## src/hdl/assert_macros.svh

```systemverilog
// Assertion macros for the RTL files (included by gsu_ctrl).
`ifndef ASSERT_MACROS_SVH
`define ASSERT_MACROS_SVH
`ifndef ASSERT_OFF
`define ASSERT_IMPL(label, clk, rst_n, ante, cons, msg) \
	label: assert property (@(posedge clk) disable iff (!rst_n) (ante) |-> (cons)) \
		else $error(msg);
`define ASSERT_NEXT(label, clk, rst_n, ante, cons, msg) \
	label: assert property (@(posedge clk) disable iff (!rst_n) (ante) |=> (cons)) \
		else $error(msg);
`else
`define ASSERT_IMPL(label, clk, rst_n, ante, cons, msg)
`define ASSERT_NEXT(label, clk, rst_n, ante, cons, msg)
`endif
`endif

```

## src/hdl/gsu_pkg.sv

```systemverilog
// Shared types and constants of the segment union-merge block.
`default_nettype none
package gsu_pkg;
	localparam int unsigned MAX_VERTICES_DEF = 65536;
	localparam int VERT_W     = 16;
	localparam int WGT_W      = 16;
	localparam int SIZE_W     = 17;
	localparam int THR_W      = 32;
	localparam int MC_W       = 24;
	localparam int VC_W       = 17;
	localparam int OP_W       = 2;
	localparam int CFG_IDX_W  = 1;
	localparam int CFG_DATA_W = 24;

	localparam logic [OP_W-1:0] OP_START = 2'd0;
	localparam logic [OP_W-1:0] OP_EDGE  = 2'd1;

	localparam logic [CFG_IDX_W-1:0] CFG_MERGE_CONSTANT = 1'b0;
	localparam logic [CFG_IDX_W-1:0] CFG_VERTEX_COUNT   = 1'b1;

	localparam logic [MC_W-1:0] MERGE_CONSTANT_RST = 24'd76800;
	localparam logic [VC_W-1:0] VERTEX_COUNT_RST   = 17'd65536;

	typedef struct packed {
		logic accept;
		logic clr_step;
		logic walk_a_start;
		logic walk_b_start;
		logic walk_step;
		logic root_a;
		logic root_b;
		logic decide;
		logic write_gone;
		logic write_keep;
		logic load_out;
	} dp_cmd_t;

	typedef struct packed {
		logic is_start;
		logic va_ok;
		logic edge_ok;
		logic clr_last;
		logic at_root;
		logic can_merge;
		logic div_done;
		logic out_free;
	} dp_sts_t;
endpackage
`default_nettype wire

```

## src/hdl/gsu_ctrl.sv

```systemverilog
// Controller state machine: clearing sweep, root walks, merge and result hand-off.
`default_nettype none
`include "assert_macros.svh"
module gsu_ctrl (
	input  wire logic             clk,
	input  wire logic             arst_n,
	input  wire logic             in_valid,
	output logic                  in_ready,
	input  wire gsu_pkg::dp_sts_t sts,
	output gsu_pkg::dp_cmd_t      cmd
);
	import gsu_pkg::*;

	typedef enum logic [10:0] {
		ST_CLR_RST = 11'b000_0000_0001,
		ST_IDLE    = 11'b000_0000_0010,
		ST_DISP    = 11'b000_0000_0100,
		ST_CLEAR   = 11'b000_0000_1000,
		ST_WALK_A  = 11'b000_0001_0000,
		ST_WALK_B  = 11'b000_0010_0000,
		ST_DECIDE  = 11'b000_0100_0000,
		ST_GONE    = 11'b000_1000_0000,
		ST_DIVW    = 11'b001_0000_0000,
		ST_KEEP    = 11'b010_0000_0000,
		ST_FIN     = 11'b100_0000_0000
	} state_t;

	state_t state_q, state_d;

	always_ff @(posedge clk or negedge arst_n) begin
		if (!arst_n) begin
			state_q <= ST_CLR_RST;
		end else begin
			state_q <= state_d;
		end
	end

	always_comb begin
		state_d  = state_q;
		cmd      = '0;
		in_ready = 1'b0;
		unique case (state_q)
			ST_CLR_RST: begin
				cmd.clr_step = 1'b1;
				if (sts.clr_last) state_d = ST_IDLE;
			end
			ST_IDLE: begin
				in_ready = 1'b1;
				if (in_valid) begin
					cmd.accept = 1'b1;
					state_d    = ST_DISP;
				end
			end
			ST_DISP: begin
				if (sts.is_start) begin
					state_d = ST_CLEAR;
				end else if (sts.va_ok) begin
					cmd.walk_a_start = 1'b1;
					state_d          = ST_WALK_A;
				end else begin
					state_d = ST_FIN;
				end
			end
			ST_CLEAR: begin
				cmd.clr_step = 1'b1;
				if (sts.clr_last) state_d = ST_FIN;
			end
			ST_WALK_A: begin
				if (sts.at_root) begin
					cmd.root_a = 1'b1;
					if (sts.edge_ok) begin
						cmd.walk_b_start = 1'b1;
						state_d          = ST_WALK_B;
					end else begin
						state_d = ST_FIN;
					end
				end else begin
					cmd.walk_step = 1'b1;
				end
			end
			ST_WALK_B: begin
				if (sts.at_root) begin
					cmd.root_b = 1'b1;
					state_d    = ST_DECIDE;
				end else begin
					cmd.walk_step = 1'b1;
				end
			end
			ST_DECIDE: begin
				cmd.decide = 1'b1;
				state_d    = sts.can_merge ? ST_GONE : ST_FIN;
			end
			ST_GONE: begin
				// link the smaller root (b on a size tie) under the kept one, start the divide
				cmd.write_gone = 1'b1;
				state_d        = ST_DIVW;
			end
			ST_DIVW: begin
				if (sts.div_done) state_d = ST_KEEP;
			end
			ST_KEEP: begin
				cmd.write_keep = 1'b1;
				state_d        = ST_FIN;
			end
			ST_FIN: begin
				if (sts.out_free) begin
					cmd.load_out = 1'b1;
					state_d      = ST_IDLE;
				end
			end
			default: state_d = ST_IDLE;
		endcase
	end

	`ASSERT_NEXT(a_gone_then_div, clk, arst_n, state_q == ST_GONE, state_q == ST_DIVW, "divide did not follow link write")
	`ASSERT_IMPL(a_load_free, clk, arst_n, cmd.load_out, sts.out_free, "result loaded over an untaken beat")
	`ASSERT_IMPL(a_keep_done, clk, arst_n, cmd.write_keep, sts.div_done, "threshold written before quotient ready")
endmodule
`default_nettype wire

```

## config.mk

```make
export PLATFORM = sky130hd
export DESIGN_NAME = gsu_ctrl
export DESIGN_NICKNAME = d
export VERILOG_FILES = /design/src/hdl/gsu_pkg.sv /design/src/hdl/gsu_ctrl.sv
export VERILOG_INCLUDE_DIRS = /design/src /design/src/hdl
export SDC_FILE = /design/constraint.sdc
export NUM_CORES = 1
export LEC_CHECK = 0
export ABC_AREA = 1
export BUFFER_PORTS_ARGS = -buffer_cell sky130_fd_sc_hd__buf_2
export CAP_MARGIN = 20
export CORE_ASPECT_RATIO = 1.25
export CORE_MARGIN = 5
export CORE_UTILIZATION = 47
export DETAILED_ROUTE_END_ITERATION = 12
export PLACE_DENSITY_LB_ADDON = 0.3
export SLEW_MARGIN = 0
export SYNTH_ARGS = -nofsm -noshare
export SYNTH_HDL_FRONTEND = slang
export SYNTH_SLANG_ARGS = --single-unit
```

## constraint.sdc

```tcl
create_clock -name clk -period 1.4 [get_ports clk]
set_input_delay 0.28 -clock clk [delete_from_list [all_inputs] [get_ports clk]]
set_output_delay 0.28 -clock clk [all_outputs]
set_load 0.02 [all_outputs]
```

==> results of run 1 <==
## final cells by class
cell class              instances  area (sq um)  area share
repair buffers                 52           413       0.264
flip-flops and latches         11           278       0.177
well taps                      20          25.0      0.0160
inverters                      30           113      0.0719
multi-input cells              96           711       0.454
clock buffers                   4          26.3      0.0168
## metrics by stage
stage | setup slack (ns) | area (sq um) | cells | utilization
final | -0.381 | 1570 | 213 | 0.808
after global routing | -0.420 | 1570 | 213 | 0.808
after CTS | -0.354 | 1430 | 206 | 0.737
after detailed placement | -0.108 | 1200 | 192 | 0.618
after global placement | -0.0864 | 1200 | 192 | 0.618
after floorplan | -0.0376 | 963 | 137 | -
## cells by family after synthesis
logic type      after synthesis  share of synthesized area
simple gates                 91                      0.537
flops                        11                      0.294
buf+inv                      30                      0.120
compound gates                5                     0.0493
## repair_timing
action	4_1_cts	5_1_grt
cloned	0	0
gates resized for setup	37	26
setup buffers	9	7
setup endpoints to repair	21	22
hold endpoints to repair	10	0
hold buffers	1	0
pin swaps	13	11
## power by group
part	switching, mW	total [mW]	internal (mW)	leakage (nW)
combinational	0.835	1.46	0.624	0.689
clock	0.123	0.234	0.111	0.0150
sequential	0.0531	0.419	0.366	0.145
total	1.01	2.11	1.10	0.848
## worst paths after layout
| kind | startpoint | endpoint | slack [ns] | depth (start not counted) |
|---|---|---|---|---|
| max | state_q[2] | cmd[7] | -0.38 | 6 |
| min | sts[2] | state_q[7] | 0.24 | 3 |
| max reg2reg | state_q[0] | state_q[1] | -0.20 | 10 |
| min reg2reg | state_q[0] | state_q[0] | 0.55 | 2 |
| max in group asynchronous | arst_n | state_q[0] | 0.73 | 2 |
| min in group asynchronous | arst_n | state_q[3] | 0.40 | 2 |
## routing by layer
layer | routed length, um | share of wire | up-vias | GRT usage
li1 | - | - | 525 | -
met3 | 164 | 0.058 | 6 | 0.0274
met5 | 0 | 0 | - | 0
met2 | 1530 | 0.54 | 33 | 0.332
met1 | 1080 | 0.38 | 516 | 0.208
met4 | 35 | 0.012 | 0 | 0.0787
## critical path, delay by kind of cell (launching register included)
family	cells	cell delay, ns
and+or+nand+nor	5	0.63
DFF	1	0.42
buffers and inverters	1	0.16
## layout by cell type, fill, tap and decap left out, drive strengths merged
cell type and count:
a21oi 1, and2 1, buf 51, clkbuf 4, dfrtp 10, dfstp 1
dlygate4sd3 1, inv 30, nand2 38, nand3 8, nand4 4, nor2 35
nor3 4, nor3b 1, o21ai 3, o21bai 1
==> impl_metrics.json, run 1 <==
{
  "max_freq_mhz": 562,
  "cts_tree": "built",
  "clock_path_buffers": 2,
  "root_buffer": "clkbuf_4",
  "finalSetupTns_ns": -4.91,
  "h-tree-depth": 1,
  "synth-edff-count": 0,
  "maxCapViolations": 0,
  "synth-seq-area-share": 0.294,
  "async_reset_ff_frac": 1.00,
  "total_power_mw": 2.11,
  "dp.final_hpwl_um": 1870,
  "critPathMaxFanout": 6,
  "tightest_slew_ns": 0.281,
  "ys_types": 22,
  "clock_latency_ns": 0.28,
  "setup_viol": 22,
  "crit_arrival_ns": 1.50,
  "top_regs": "state_q x11",
  "slowest_stage": "dfrtp_1",
  "crit_path_end_kind": "primary output",
  "violations": "negative setup slack",
  "netlist_instances": 137,
  "firstDrtPassIters": 4,
  "largest-register": "state_q",
  "p_leak_nw": 0.848,
  "rsz0062_at_grt": "yes",
  "worst_path_largest_cell_delay_ns": 0.42,
  "antenna_found_initial": 0,
  "drtAntennaViolNets": 0,
  "crit_type": "flop to primary output",
  "fin_crit_sh": 1.27,
  "gp_congestion": 0.896,
  "wl_um": 2800,
  "fp.dieW_um": 50.0,
  "nets": 205,
  "ys_ff_latch": 11,
  "worst_slack_ns": -0.381,
  "path_common_cell": "nand2_4",
  "wire_per_inst_um": 13.2,
  "grt_pass1_wl_um": 4310,
  "critPathLaunchType": "flop",
  "critPathRequiredTime_ns": 1.12,
  "portBuffers": 22,
  "start_util": 0.485,
  "synth_common_cells": "nand2_1, inv_1, nor2_1, dfrtp_1, nand2_2",
  "syn_nets": 148,
  "drc_errors": 0,
  "ys_top_cells_by_area": "dfrtp_1, nand2_1, inv_1",
  "finClkSkew_ns": 0.00340,
  "rows": 18,
  "diodes": 0,
  "cts.sinks": 11,
  "grt_pass1_vias": 1035,
  "gr-total-overflow": 0,
  "ir_drop_mv": 1.07,
  "maxSlewViolCount": 0,
  "syn_avg_cell_area_sq_um": 6.86,
  "syn_area_sq_um": 940,
  "synthFlopType": "dfrtp_1",
  "grt_start_max_net_pins": 12,
  "vias": 1080,
  "hold_viol": 0,
  "die_area_sq_um": 3000,
  "numCtsBuffers": 3,
  "holdCritPathClass": "primary input to flop",
  "yosysWarnings": 0,
  "synth_top_area_frac": 0.266,
  "area_growth_pct": 66.6,
  "grt_usage": 0.182,
  "num_io_pins": 23,
  "via_per_inst": 5.07,
  "maxSlewHeadroom": 0.811,
  "status": "finished with violations",
  "largest_reg_flops": 11,
  "crit_chain": "nor2_4 -> nand2_4 -> nor2_8 -> nand2_4 -> nor3_2 -> buf_4",
  "min_period_ns": 1.78,
  "path_clk_slew_ns": 0.08,
  "die_height_um": 60.0,
  "coreArea_sq_um": 1940,
  "drive_gt1_frac": 0.611,
  "power_density_nw_per_um2": 1350,
  "yosysMostFrequentCell": "nand2_1",
  "nFillCells": 116,
  "drt_iter0_markers": 20,
  "synth_top_cell_by_area": "dfrtp_1",
  "timing.hold.ws_ns": 0.243
}
Note: power is estimated with default switching activity, not from simulation.
==> run 2: changes to the inputs <==
--- a/config.mk
+++ b/config.mk
@@ -11,9 +11,10 @@
 export CAP_MARGIN = 20
 export CORE_ASPECT_RATIO = 1.25
 export CORE_MARGIN = 5
-export CORE_UTILIZATION = 47
+export CORE_UTILIZATION = 52
 export DETAILED_ROUTE_END_ITERATION = 12
 export PLACE_DENSITY_LB_ADDON = 0.3
+export SETUP_SLACK_MARGIN = 0.2
 export SLEW_MARGIN = 0
 export SYNTH_ARGS = -nofsm -noshare
 export SYNTH_HDL_FRONTEND = slang
==> constraint.sdc (replaced) <==
create_clock -name clk -period 1.8 [get_ports clk]
set_input_delay 0.36 -clock clk [delete_from_list [all_inputs] [get_ports clk]]
set_output_delay 0.36 -clock clk [all_outputs]
set_load 0.02 [all_outputs]
==> run 2 against run 1 <==
  * Clock power down 20%
  * The flow still finishes with violations (negative setup slack)
  * Final cell count grew 2.3%
  * Global-route usage grew 6.3 points
  * Critical endpoint is now cmd[6]
  * Critical path depth is the same
  * Setup slack improved by 0.22 ns
  * Total power decreased by 12%
  * Design area grew 3.9%
  * Utilization increased by 12 points
  * Sequential cell count unchanged
  * Sequential power shrank 19%
  * Worst hold slack better by 0.11 ns
  * Non-clock buffer count is 6 higher
==> impl_metrics.json, run 2 (synthesis gave the netlist of run 1 again) <==
{
  "dpl_cell_area_sq_um": 1080,
  "crit_path_end_kind": "primary output",
  "fp.dieW_um": 48.0,
  "final_cell_area_sq_um": 1630,
  "rr_worst_depth": 11,
  "startpoint": "state_q[2]",
  "coreArea_sq_um": 1740,
  "crit_type": "flop to primary output",
  "largest_reg_flops": 11,
  "seq_power_share": 0.184,
  "root_buffer": "clkbuf_4",
  "firstDrtPassIters": 4,
  "path_clk_slew_ns": 0.08,
  "numCtsBuffers": 3,
  "wire_per_inst_um": 19.7,
  "min_period_ns": 1.97,
  "crit_end": "cmd[6]",
  "maxSlewViolCount": 0,
  "gr-total-overflow": 0,
  "drt_iter0_markers": 60,
  "maxCapViolations": 0,
  "dp.final_hpwl_um": 1800,
  "r2r_slack_ns": -0.08,
  "ir_drop_mv": 0.880,
  "h-tree-depth": 1,
  "cts_tree": "built",
  "fin_util": 0.933,
  "gp_congestion": 0.821,
  "rows": 17,
  "power.switching_mw": 0.904,
  "combPwrFrac": 0.715,
  "grt_usage": 0.246,
  "holdCritPathClass": "primary input to flop",
  "critPathMaxFanout": 6,
  "setup_viol": 15,
  "clock_latency_ns": 0.29,
  "worst_slack_ns": -0.165,
  "p_leak_nw": 0.877,
  "critPathLaunchType": "flop",
  "grt_start_max_net_pins": 12,
  "drive_gt1_frac": 0.628,
  "grt_pass1_vias": 1218,
  "violations": "negative setup slack",
  "wl_um": 4290,
  "clock_path_buffers": 2,
  "fin_crit_sh": 1.09,
  "via_per_inst": 5.79,
  "start_util": 0.539,
  "hold_viol": 0,
  "finClkSkew_ns": 0.00404,
  "largest-register": "state_q",
  "rr_startpoint": "state_q[5]",
  "die_height_um": 57.5,
  "drtAntennaViolNets": 0,
  "drc_errors": 0,
  "top_regs": "state_q x11",
  "vias": 1263,
  "tightest_slew_ns": 0.500,
  "pwr-share-clk": 0.101,
  "die_area_sq_um": 2760,
  "area_growth_pct": 73.1,
  "regToRegEndpoint": "state_q[10]",
  "num_io_pins": 23,
  "crit_arrival_ns": 1.61,
  "rsz0062_at_grt": "yes",
  "power_density_nw_per_um2": 1140,
  "switching_share": 0.487,
  "diodes": 0,
  "max_freq_mhz": 509,
  "maxSlewHeadroom": 0.664,
  "internal_power_mw": 0.952,
  "critPathRequiredTime_ns": 1.44,
  "layout_common_cells": "buf_4, inv_1, buf_6",
  "nets": 211,
  "cts.sinks": 11,
  "status": "finished with violations",
  "grt_pass1_wl_um": 4910,
  "final_common_cell": "buf_4",
  "portBuffers": 22,
  "antenna_found_initial": 0
}
[run 2: worst min path at each step]
| stage | slack [ns] | from | end | depth (start not counted) |
|---|---|---|---|---|
| after detailed placement | 0.25 | arst_n | state_q[7] | 1 |
| final | 0.35 | sts[2] | state_q[7] | 3 |
| after CTS | 0.33 | sts[2] | state_q[7] | 3 |
| after global placement | 0.24 | arst_n | state_q[7] | 1 |
| after floorplan | 0.06 | arst_n | state_q[10] | 0 |
| after global routing | 0.35 | sts[2] | state_q[7] | 3 |
[run 2: power groups by stage]
stage | Sequential, mW | Clock [mW] | Combinational (mW)
after floorplan | 0.323 | 0 | 0.566
after global placement | 0.329 | 0 | 0.690
after detailed placement | 0.332 | 0 | 0.706
after CTS | 0.333 | 0.179 | 0.999
after global routing | 0.346 | 0.192 | 1.39
final | 0.341 | 0.188 | 1.33
[run 2: layout make-up]
type	count	area (sq um)
fill	63	118
clock buffer	4	26.3
tap	19	23.8
multi-input combinational	96	693
inverter	30	113
sequential	11	278
timing repair buffer	58	493
[run 2: worst max-delay path, stage by stage, from the launching register on]
cell,delay (ns)
dfrtp_1,0.44
nor2_4,0.20
nand2_4,0.12
nor2_8,0.19
o21ai_4,0.12
nor2_8,0.12
buf_6,0.12
[run 2: timing repair]
action                                  4_1_cts  5_1_grt
hold buffers                                  1        0
resized for setup                            47       26
buffers inserted                             21       14
cloned                                        0        0
endpoints found under the setup margin       12       22
endpoints found under the hold margin        10        0
pin swaps                                    11        6
[run 2: through the flow]
step                      worst slack, ns  power (mW)  instances  setup TNS (ns)  hold WS [ns]
final                              -0.165        1.86        218           -1.48         0.351
after global routing               -0.217        1.93        218           -2.08         0.352
after floorplan                     0.262       0.890        137               0        0.0644
after CTS                          -0.102        1.51        204          -0.331         0.330
after global placement              0.201        1.02        178               0         0.240
after detailed placement            0.139        1.04        178               0         0.246
[run 2: routing by layer]
| layer | track usage | share of wire | vias up |
|---|---|---|---|
| li1 | - | - | 538 |
| met1 | 0.268 | 0.35 | 603 |
| met2 | 0.403 | 0.51 | 97 |
| met3 | 0.0505 | 0.082 | 25 |
| met4 | 0.162 | 0.057 | 0 |
| met5 | 0 | 0 | - |
==> run 3: changes to the inputs <==
--- a/config.mk
+++ b/config.mk
@@ -10,7 +10,7 @@
 export BUFFER_PORTS_ARGS = -buffer_cell sky130_fd_sc_hd__buf_2
 export CAP_MARGIN = 20
 export CORE_ASPECT_RATIO = 1.25
-export CORE_MARGIN = 5
+export CORE_MARGIN = 10
 export CORE_UTILIZATION = 52
 export DETAILED_ROUTE_END_ITERATION = 12
 export PLACE_DENSITY_LB_ADDON = 0.3
==> run 3 against run 2 <==
  * The flow still finishes with violations (negative setup slack)
  * Sequential power rose by 4%
  * Die area rose by 42%
  * Sequential cell count did not move
  * Fmax fell by 1.0%
  * Combinational power barely moved
  * Clock skew barely moved
  * Non-clock buffer count fell by 4
  * Utilization fell by 0.50 points
  * Global-route usage fell by 7.9 points
  * Via count fell by 1.0%
  * Design area fell by 0.54%
  * Register-to-register slack barely moved
  * Critical path type unchanged
==> impl_metrics.json, run 3 (synthesis gave the netlist of run 1 again) <==
{
  "top_regs": "state_q x11",
  "area_growth_pct": 72.2,
  "place_ws_ns": 0.113,
  "tightest_slew_ns": 0.516,
  "r2r_slack_ns": -0.08,
  "holdCritPathClass": "primary input to flop",
  "largest_reg_flops": 11,
  "slowest_stage": "dfrtp_1",
  "grt_start_max_net_pins": 12,
  "path_clk_slew_ns": 0.07,
  "gr-total-overflow": 0,
  "critPathMaxFanout": 4,
  "layout_common_cells": "buf_4, inv_1, buf_6",
  "diodes": 0,
  "status": "finished with violations",
  "rows": 17,
  "maxCapViolations": 0,
  "critPathLaunchType": "flop",
  "grt_pass1_vias": 1140,
  "antenna_found_initial": 0,
  "fp.dieW_um": 58.0,
  "total_power_mw": 1.85,
  "power_density_nw_per_um2": 1150,
  "worst_path_largest_cell_delay_ns": 0.43,
  "numCtsBuffers": 3,
  "min_period_ns": 1.99,
  "rsz0062_at_grt": "yes",
  "vias": 1250,
  "drive_gt1_frac": 0.626,
  "die_height_um": 67.5,
  "p_leak_nw": 0.876,
  "crit_chain": "nor2_1 -> nand2_2 -> buf_6 -> nor2_4 -> nand2_1 -> nor2_1 -> buf_4",
  "maxSlewHeadroom": 0.653,
  "firstDrtPassIters": 4,
  "cts_tree": "built",
  "crit_path_end_kind": "primary output",
  "gp_congestion": 0.880,
  "critPathRequiredTime_ns": 1.44,
  "drtAntennaViolNets": 0,
  "nets": 207,
  "coreArea_sq_um": 1740,
  "fin_crit_sh": 1.10,
  "finClkSkew_ns": 0.00408,
  "multi_input_area_sq_um": 722,
  "grt_pass1_wl_um": 5190,
  "wire_per_inst_um": 20.4,
  "clock_path_buffers": 2,
  "nFillCells": 63,
  "crit_arrival_ns": 1.63,
  "violations": "negative setup slack",
  "max_freq_mhz": 504,
  "setup_viol": 16,
  "place_inst": 178,
  "maxSlewViolCount": 0,
  "grt_usage": 0.167,
  "drc_errors": 0,
  "portBuffers": 22,
  "cts.sinks": 11,
  "dp.final_hpwl_um": 1920,
  "path_common_cell": "nor2_1",
  "clock_latency_ns": 0.28,
  "stdcell_count": 214,
  "start_util": 0.539,
  "ir_drop_mv": 0.906,
  "h-tree-depth": 1,
  "num_io_pins": 23,
  "crit_type": "flop to primary output",
  "wl_um": 4370,
  "worst_slack_ns": -0.185,
  "fin_util": 0.928,
  "seqCellArea_sq_um": 279,
  "root_buffer": "clkbuf_4",
  "largest-register": "state_q",
  "die_area_sq_um": 3920,
  "drt_iter0_markers": 72,
  "hold_viol": 0,
  "timing.hold.ws_ns": 0.347,
  "via_per_inst": 5.84,
  "final_common_cell": "buf_4"
}
[run 3: changes by cell type in the layout (fill, tap and decap cells not counted), moves of 2 or more]
cell,before,now
nand3_1,5,2
nand3_2,2,4
buf_4,28,24
nor3_4,1,3
inv_1,18,20
nor3_2,2,0
inv_2,12,10
[run 3: routing by layer]
metal / part of all wire / GRT usage
met1: 0.35 / 0.167
met2: 0.50 / 0.298
met3: 0.079 / 0.0450
met4: 0.074 / 0.109
met5: 0 / 0
[run 3: final cells by class]
| type | count | share of cell area |
|---|---|---|
| sequential | 11 | 0.172 |
| multi-input combinational | 96 | 0.446 |
| clock buffer | 4 | 0.0162 |
| tap | 19 | 0.0147 |
| timing repair buffer | 54 | 0.281 |
| inverter | 30 | 0.0696 |
[run 3: worst paths after layout]
check	cells after the start	to	from
max in group asynchronous	2	state_q[0]	arst_n
worst max register to register	14	state_q[10]	state_q[3]
worst min register to register	2	state_q[0]	state_q[0]
min in group asynchronous	2	state_q[4]	arst_n
worst min-delay path	3	state_q[7]	sts[2]
worst max-delay path	7	cmd[0]	state_q[5]
[run 3: what timing repair did]
action | in CTS | in global routing
buffers inserted | 20 | 11
gates resized for setup | 46 | 31
hold endpoints to repair | 10 | 0
hold buffers | 1 | 0
endpoints found under the setup margin | 12 | 22
pin swaps | 25 | 11
gates cloned | 0 | 0
[run 3: per-stage QoR]
step | TNS, ns | cell area, sq um
3_5_place_dp | 0 | 1080
2_1_floorplan | 0 | 950
6_report | -1.73 | 1620
5_1_grt | -2.86 | 1620
3_3_place_gp | 0 | 1080
4_1_cts | -0.308 | 1420
[run 3: where the power goes]
group / switching (mW) / internal, mW
combinational: 0.767 / 0.555
clock: 0.0915 / 0.0861
sequential: 0.0677 / 0.287
total: 0.926 / 0.927
[run 3: worst max-delay path: cells and delay by family, from the launching register on]
kind | cells | cell delay, ns
buffers and inverters | 2 | 0.29
and+or+nand+nor | 5 | 0.63
DFF | 1 | 0.43
